`src/hdl/spu_pkg.sv`:
```
// ----------------------------------------------------------------------------
// spu_pkg
// Types, codes and helpers shared by the sorted prefix set unit.
// ----------------------------------------------------------------------------
package spu_pkg;

  localparam int unsigned LEN_W  = 4;
  localparam int unsigned DATA_W = 64;

  localparam logic CMD_INSERT = 1'b0;
  localparam logic CMD_QUERY  = 1'b1;

  typedef enum logic [1:0] {
    ST_IDLE,
    ST_CMP,
    ST_PICK
  } spu_state_e;

  // fields of the latched item that every cell sees
  typedef struct packed {
    logic [LEN_W-1:0] len;
    logic             mk;
    logic [LEN_W-1:0] inv;
  } spu_bcast_t;

  // per-cell compare results, registered in the cell
  typedef struct packed {
    logic occ;   // cell holds a stored entry
    logic last;  // last stored entry
    logic lt;    // entry below the inserted pair
    logic dup;   // entry equals the inserted pair
    logic ge;    // entry bytes not below the prefix
    logic pre;   // entry starts with the prefix
    logic mis;   // entry breaks the invariant bytes
  } spu_flags_t;

  // top-aligned mask of the first len bytes, len at most eight
  function automatic logic [DATA_W-1:0] byte_mask(input logic [LEN_W-1:0] len);
    logic [6:0] sh;
    sh = {len, 3'b000};
    return ~({DATA_W{1'b1}} >> sh);
  endfunction

endpackage

```
`src/hdl/spu_cell.sv`:
```
// ----------------------------------------------------------------------------
// spu_cell
// One slot of the sorted row: holds an entry, compares it with the broadcast
// key and on insert shifts in its left neighbor's entry or takes the new key.
// ----------------------------------------------------------------------------
module spu_cell #(
  parameter int unsigned IDX   = 0,
  parameter int unsigned KEY_W = 64,
  parameter int unsigned CNT_W = 7
) (
  input  logic                    clk_i,
  input  logic                    flag_en_i,
  input  logic                    commit_i,
  input  spu_pkg::spu_bcast_t     bc_i,
  input  logic [KEY_W-1:0]        key_i,
  input  logic [KEY_W-1:0]        key_inv_i,
  input  logic [CNT_W-1:0]        count_i,
  input  logic                    prev_lt_i,
  input  logic [KEY_W-1:0]        prev_bytes_i,
  input  logic [spu_pkg::LEN_W-1:0] prev_len_i,
  input  logic                    prev_mk_i,
  output logic [KEY_W-1:0]        bytes_o,
  output logic [spu_pkg::LEN_W-1:0] len_o,
  output logic                    mk_o,
  output spu_pkg::spu_flags_t     flags_o
);

  logic [KEY_W-1:0]          bytes_q;
  logic [spu_pkg::LEN_W-1:0] len_q;
  logic                      mk_q;
  spu_pkg::spu_flags_t       flags_q, flags_d;

  logic [spu_pkg::DATA_W-1:0] mask_len64, mask_inv64;
  logic [KEY_W-1:0]           mask_len, mask_inv;
  logic                       b_lt, b_eq;

  assign mask_len64 = spu_pkg::byte_mask(bc_i.len);
  assign mask_inv64 = spu_pkg::byte_mask(bc_i.inv);
  assign mask_len   = mask_len64[spu_pkg::DATA_W-1 -: KEY_W];
  assign mask_inv   = mask_inv64[spu_pkg::DATA_W-1 -: KEY_W];

  // zero padding makes a plain value compare lexicographic, length breaks ties
  assign b_lt = (bytes_q < key_i) || ((bytes_q == key_i) && (len_q < bc_i.len));
  assign b_eq = (bytes_q == key_i) && (len_q == bc_i.len);

  always_comb begin
    flags_d.occ  = count_i > CNT_W'(IDX);
    flags_d.last = count_i == CNT_W'(IDX + 1);
    flags_d.lt   = flags_d.occ && (b_lt || (b_eq && !mk_q && bc_i.mk));
    flags_d.dup  = flags_d.occ && b_eq && (mk_q == bc_i.mk);
    flags_d.ge   = flags_d.occ && !b_lt;
    flags_d.pre  = flags_d.occ && (len_q >= bc_i.len) && ((bytes_q & mask_len) == key_i);
    flags_d.mis  = (bc_i.inv != '0) &&
                   !((len_q >= bc_i.inv) && ((bytes_q & mask_inv) == key_inv_i));
  end

  always_ff @(posedge clk_i) begin
    if (flag_en_i) begin
      flags_q <= flags_d;
    end
    if (commit_i && !flags_q.lt) begin
      if (prev_lt_i) begin
        bytes_q <= key_i;
        len_q   <= bc_i.len;
        mk_q    <= bc_i.mk;
      end else begin
        bytes_q <= prev_bytes_i;
        len_q   <= prev_len_i;
        mk_q    <= prev_mk_i;
      end
    end
  end

  assign bytes_o = bytes_q;
  assign len_o   = len_q;
  assign mk_o    = mk_q;
  assign flags_o = flags_q;

endmodule

```
`config.mk`:
```
export PLATFORM = sky130hd
export DESIGN_NAME = spu_cell
export DESIGN_NICKNAME = d
export VERILOG_FILES = /design/src/hdl/spu_pkg.sv /design/src/hdl/spu_cell.sv
export SDC_FILE = /design/constraint.sdc
export NUM_CORES = 1
export LEC_CHECK = 0
export BUFFER_PORTS_ARGS = -buffer_cell sky130_fd_sc_hd__buf_4
export CAP_MARGIN = 5
export CORE_ASPECT_RATIO = 0.75
export CORE_MARGIN = 10
export CORE_UTILIZATION = 51
export DETAILED_ROUTE_END_ITERATION = 10
export GPL_ROUTABILITY_DRIVEN = 0
export PLACE_DENSITY = 0.83
export SYNTH_ARGS = -nofsm -noshare
export SYNTH_HDL_FRONTEND = slang
export SYNTH_SLANG_ARGS = --single-unit
```
`constraint.sdc`:
```
create_clock -name clk_i -period 5 [get_ports clk_i]
set_input_delay 0.25 -clock clk_i [delete_from_list [all_inputs] [get_ports clk_i]]
set_output_delay 0.25 -clock clk_i [all_outputs]
set_load 0.02 [all_outputs]
```
==> Word level (Yosys, flattened, before mapping) <==
Index checks and enable logic that the tools add are counted.
{ "totals": {"ff_bits": 76, "output_inout_bits": 76, "wordCells": 50, "inputBits": 217} }
{ "op_classes": {"bitwise_logic": 4, "order_cmp": 5, "reduce_logical": 20, "mux": 3, "n_eq_ne": 6, "shift": 2} }
{ "ops": {"columns": ["op", "n"], "rows": [
  ["64-bit equality test", 3],
  ["64-bit AND", 2],
  ["64-bit inverter", 2],
  ["64-bit by 7-bit right shift with 64-bit output, first input constant", 2],
  ["64-bit less-than comparator", 1],
  ["64-bit two-way mux", 1],
  ["1-bit logical AND", 13],
  ["4-bit >= comparator", 2],
  ["7-bit by 1-bit equality test with 1-bit output, second input constant", 1],
  ["7-bit by 1-bit > comparator with 1-bit output, second input constant", 1],
  ["4-bit equality test", 1],
  ["1-bit zero test", 4],
  ["4-bit less-than comparator", 1],
  ["4-bit two-way mux", 1],
  ["4-bit nonzero test", 1],
  ["1-bit logical OR", 2],
  ["1-bit equality test", 1],
  ["1-bit two-way mux", 1]
]} }

==> Depth between registers and ports, before layout <==
{ "depth": {"word_depth": 7, "ltp_mapped": 9, "ltp_nobuf": 9} }

==> Least setup slack after synthesis <==
Ideal clock, no wire load.
{ "synth_timing": {"path_type": "register to register", "from": "register flags_q, in the netlist flags_o[4]", "to": "register bytes_q[0] (netlist: bytes_o[0]), enable pin", "stages_incl_launch_ff": 2, "period_less_slack_ns": 4.072, "path_buffers": 0, "required_ns": 4.497, "setup_time_ns": 0.503, "path_slack_ns": 0.928, "arrival_ns": 3.569, "path_cell_list": "edfxtp_1 -> nor2b_1"} }
{ "synth_via": {"elab_chain_cells": 2} }
{ "synth_rtl": {"columns": ["item", "line", "rtl"], "rows": [
  ["start: declaration", "spu_cell.sv:31", "spu_pkg::spu_flags_t flags_q, flags_d;"],
  ["start signal: assignment", "spu_cell.sv:59", "flags_q <= flags_d;"],
  ["1-bit zero test", "spu_cell.sv:61", "if (commit_i && !flags_q.lt) begin"],
  ["1-bit logical AND", "spu_cell.sv:61", null],
  ["end signal: assignment", "spu_cell.sv:63", "bytes_q <= key_i;"],
  ["end signal: assignment", "spu_cell.sv:67", "bytes_q <= prev_bytes_i;"],
  ["end: declaration", "spu_cell.sv:28", "logic [KEY_W-1:0] bytes_q;"]
]} }
No other way between the ends.
A chain may end at the register's enable or synchronous reset.

==> results.tsv <==
metric	value	unit
drv_slew	0	
netlist_area	7710	um2
path_cells	ha_1 > nand4_1 > nor4_1 > nand2_1 > or4_1 > clkinv_1 > a21oi_1 > and2_1	
drive_gt1_share	33.5	%
worstMarginPinSlew	0.941	ns
grt_start_max_net_pins	70	
hold_class	in -> reg	
drt-pass1-iter-count	5	
fmaxAchievable	0.346	GHz
period_needed	2.89	ns
die_area	20500	um2
wl_per_cell	22.9	um
ys.flop_type	edfxtp_1	
n_fill_cell	1199	
synth-edff-count	76	
clk_pin_slew	0.06	ns
cp-start-kind	flip-flop	
synth_seq_cells	76	
slew_headroom	37.3	%
drt-vias-per-instance	6.16	
core-area	14600	um2
p_per_area	215	nW/um2
final_common_cell	buf_4	
wl	30900	um
clk_latency	0.35	ns
synth.distinct_cells	58	
grt_pass1_wl	45900	um
port_buffers	292	
crit_path_start	bytes_o[59]	
clock-sinks	76	
fin_ws	2.11	ns
worstReg2RegStart	bytes_o[59]	
fin_skew	0.00735	ns
fin_area	10400	um2
drcViolationCount	0	
cp-end-kind	flip-flop	
syn_nets	1143	
fin_hold_ws	0.179	ns
critical_path.max_fanout	7	
track_usage	28.3	%
period_share	57.8	%
cts_setup_buffers	0	
async_reset_ff_share	0	%
ios	293	
rsz0062_at_grt	no	
yosysSeqAreaShare	29.6	%
cp_slowest_cell	or4_1	
drt_iter0_drc	911	
numCtsBuffers	9	
ys_warn_count	0	
critical_path_required	5.11	ns
tritoncts	yes	
antenna_left	0	
max-cap-violations	0	
clk_path_buf_depth	2	
p_leak	4.50	nW
start_util	52.7	%
rows	38	
grt_antenna_before_repair	3	
hold_violations	0	
worstHoldStart	flag_en_i	
syn_to_final_growth	35.0	%
htree_levels	3	
setup_tns	0	ns
syn_inst	854	
grt-ovfl-total	0	
fin_nets	1430	
die_x	162	um
route.vias.total	8292	
setup_viol	0	
fin_util	71.1	%
cp_slowest_stage_delay	0.60	ns
crit_arrival	3.00	ns
fp.dieH	126	um
grt_pass1_vias	8053	
avgSynthCellArea	9.03	um2
placed_cell_area	10100	um2
clock-root-buffer	clkbuf_16	
ir_worst_vdd	0.193	mV
dp_hpwl	25400	um
path_class	reg -> reg	
cts.hold.buffers_added	0	
place_ws	1.93	ns
final_cell_mix	294 x buf_4, 80 x inv_1, 80 x nor2_1, 76 x edfxtp_1, 72 x ha_1	
cts_resized	0	
status	complete, no violations	
[stage by stage]
| step | power (mW) | instances |
|---|---|---|
| 4_1_cts | 2.23 | 1346 |
| 3_3_place_gp | 1.50 | 1330 |
| 3_5_place_dp | 1.52 | 1330 |
| 2_1_floorplan | 1.17 | 854 |
| 6_report | 2.24 | 1347 |
| 5_1_grt | 2.32 | 1346 |
[state kept, by name (all words and copies together), names as in the netlist]
name and flops:
bytes_o 64, flags_o 7, len_o 4, mk_o 1
[critical path, delay by kind of cell, from the launching register on]
family	cells	cell delay (ns)
compound gates	1	0.05
fa+ha+maj	1	0.38
buf+inv	1	0.08
simple gates	5	1.64
flops	1	0.49
[final cells by class]
type                    instances  area [um2]  share of cell area (%)
diodes                          1        2.50                  0.0240
clock buffers                  11         233                    2.23
clock inverters                 5        76.3                   0.733
inverters                      83         312                    2.99
multi-input cells             677        5050                    48.5
flip-flops and latches         76        2280                    21.9
well taps                     200         250                    2.40
repair buffers                294        2210                    21.2
[synthesized netlist by cell type (27+ instances only)]
cell,count,area (um2)
a21oi_1,55,275
a31oi_1,38,238
edfxtp_1,76,2280
ha_1,72,901
inv_1,80,300
mux2_2,69,777
nand2_1,43,161
nand4_1,29,181
nor2_1,80,300
o21ai_0,27,135
o32ai_1,34,298
xnor2_1,54,473
[final timing paths]
path / endpoint / slack [ns] / depth (start not counted)
setup reg to reg: flags_o[2] / 2.11 / 8
hold / removal: flags_o[6] / 0.18 / 1
hold reg to reg: bytes_o[37] / 0.76 / 1
setup / recovery: flags_o[2] / 2.11 / 8
[metal layers]
metal	routed length (um)	share of wire, %	GRT usage (%)
met2	14500	47	46.7
met3	3520	11	9.31
met4	681	2.2	7.53
met1	12200	39	34.8
met5	19	0.062	0
[cell families (layout without fill, tap and decap cells)]
logic type	count (synthesis)	count (layout)	synth area share, %
XOR/XNOR	56	56	6.36
other	0	1	0
flip-flops	76	76	29.6
buffers and inverters	101	393	5.00
adder cells (fa/ha/maj)	72	72	11.7
AND/OR/NAND/NOR	256	256	18.2
AO/OA/AOI/OAI	224	224	19.1
multiplexers	69	69	10.1
[power breakdown]
part	switching [mW]	leakage [nW]	total (mW)	internal, mW
combinational	0.366	3.64	0.709	0.343
sequential	0.0638	0.713	0.814	0.751
clock	0.277	0.149	0.713	0.435
total	0.707	4.50	2.24	1.53
No activity file was read; power rests on OpenSTA's default activity.
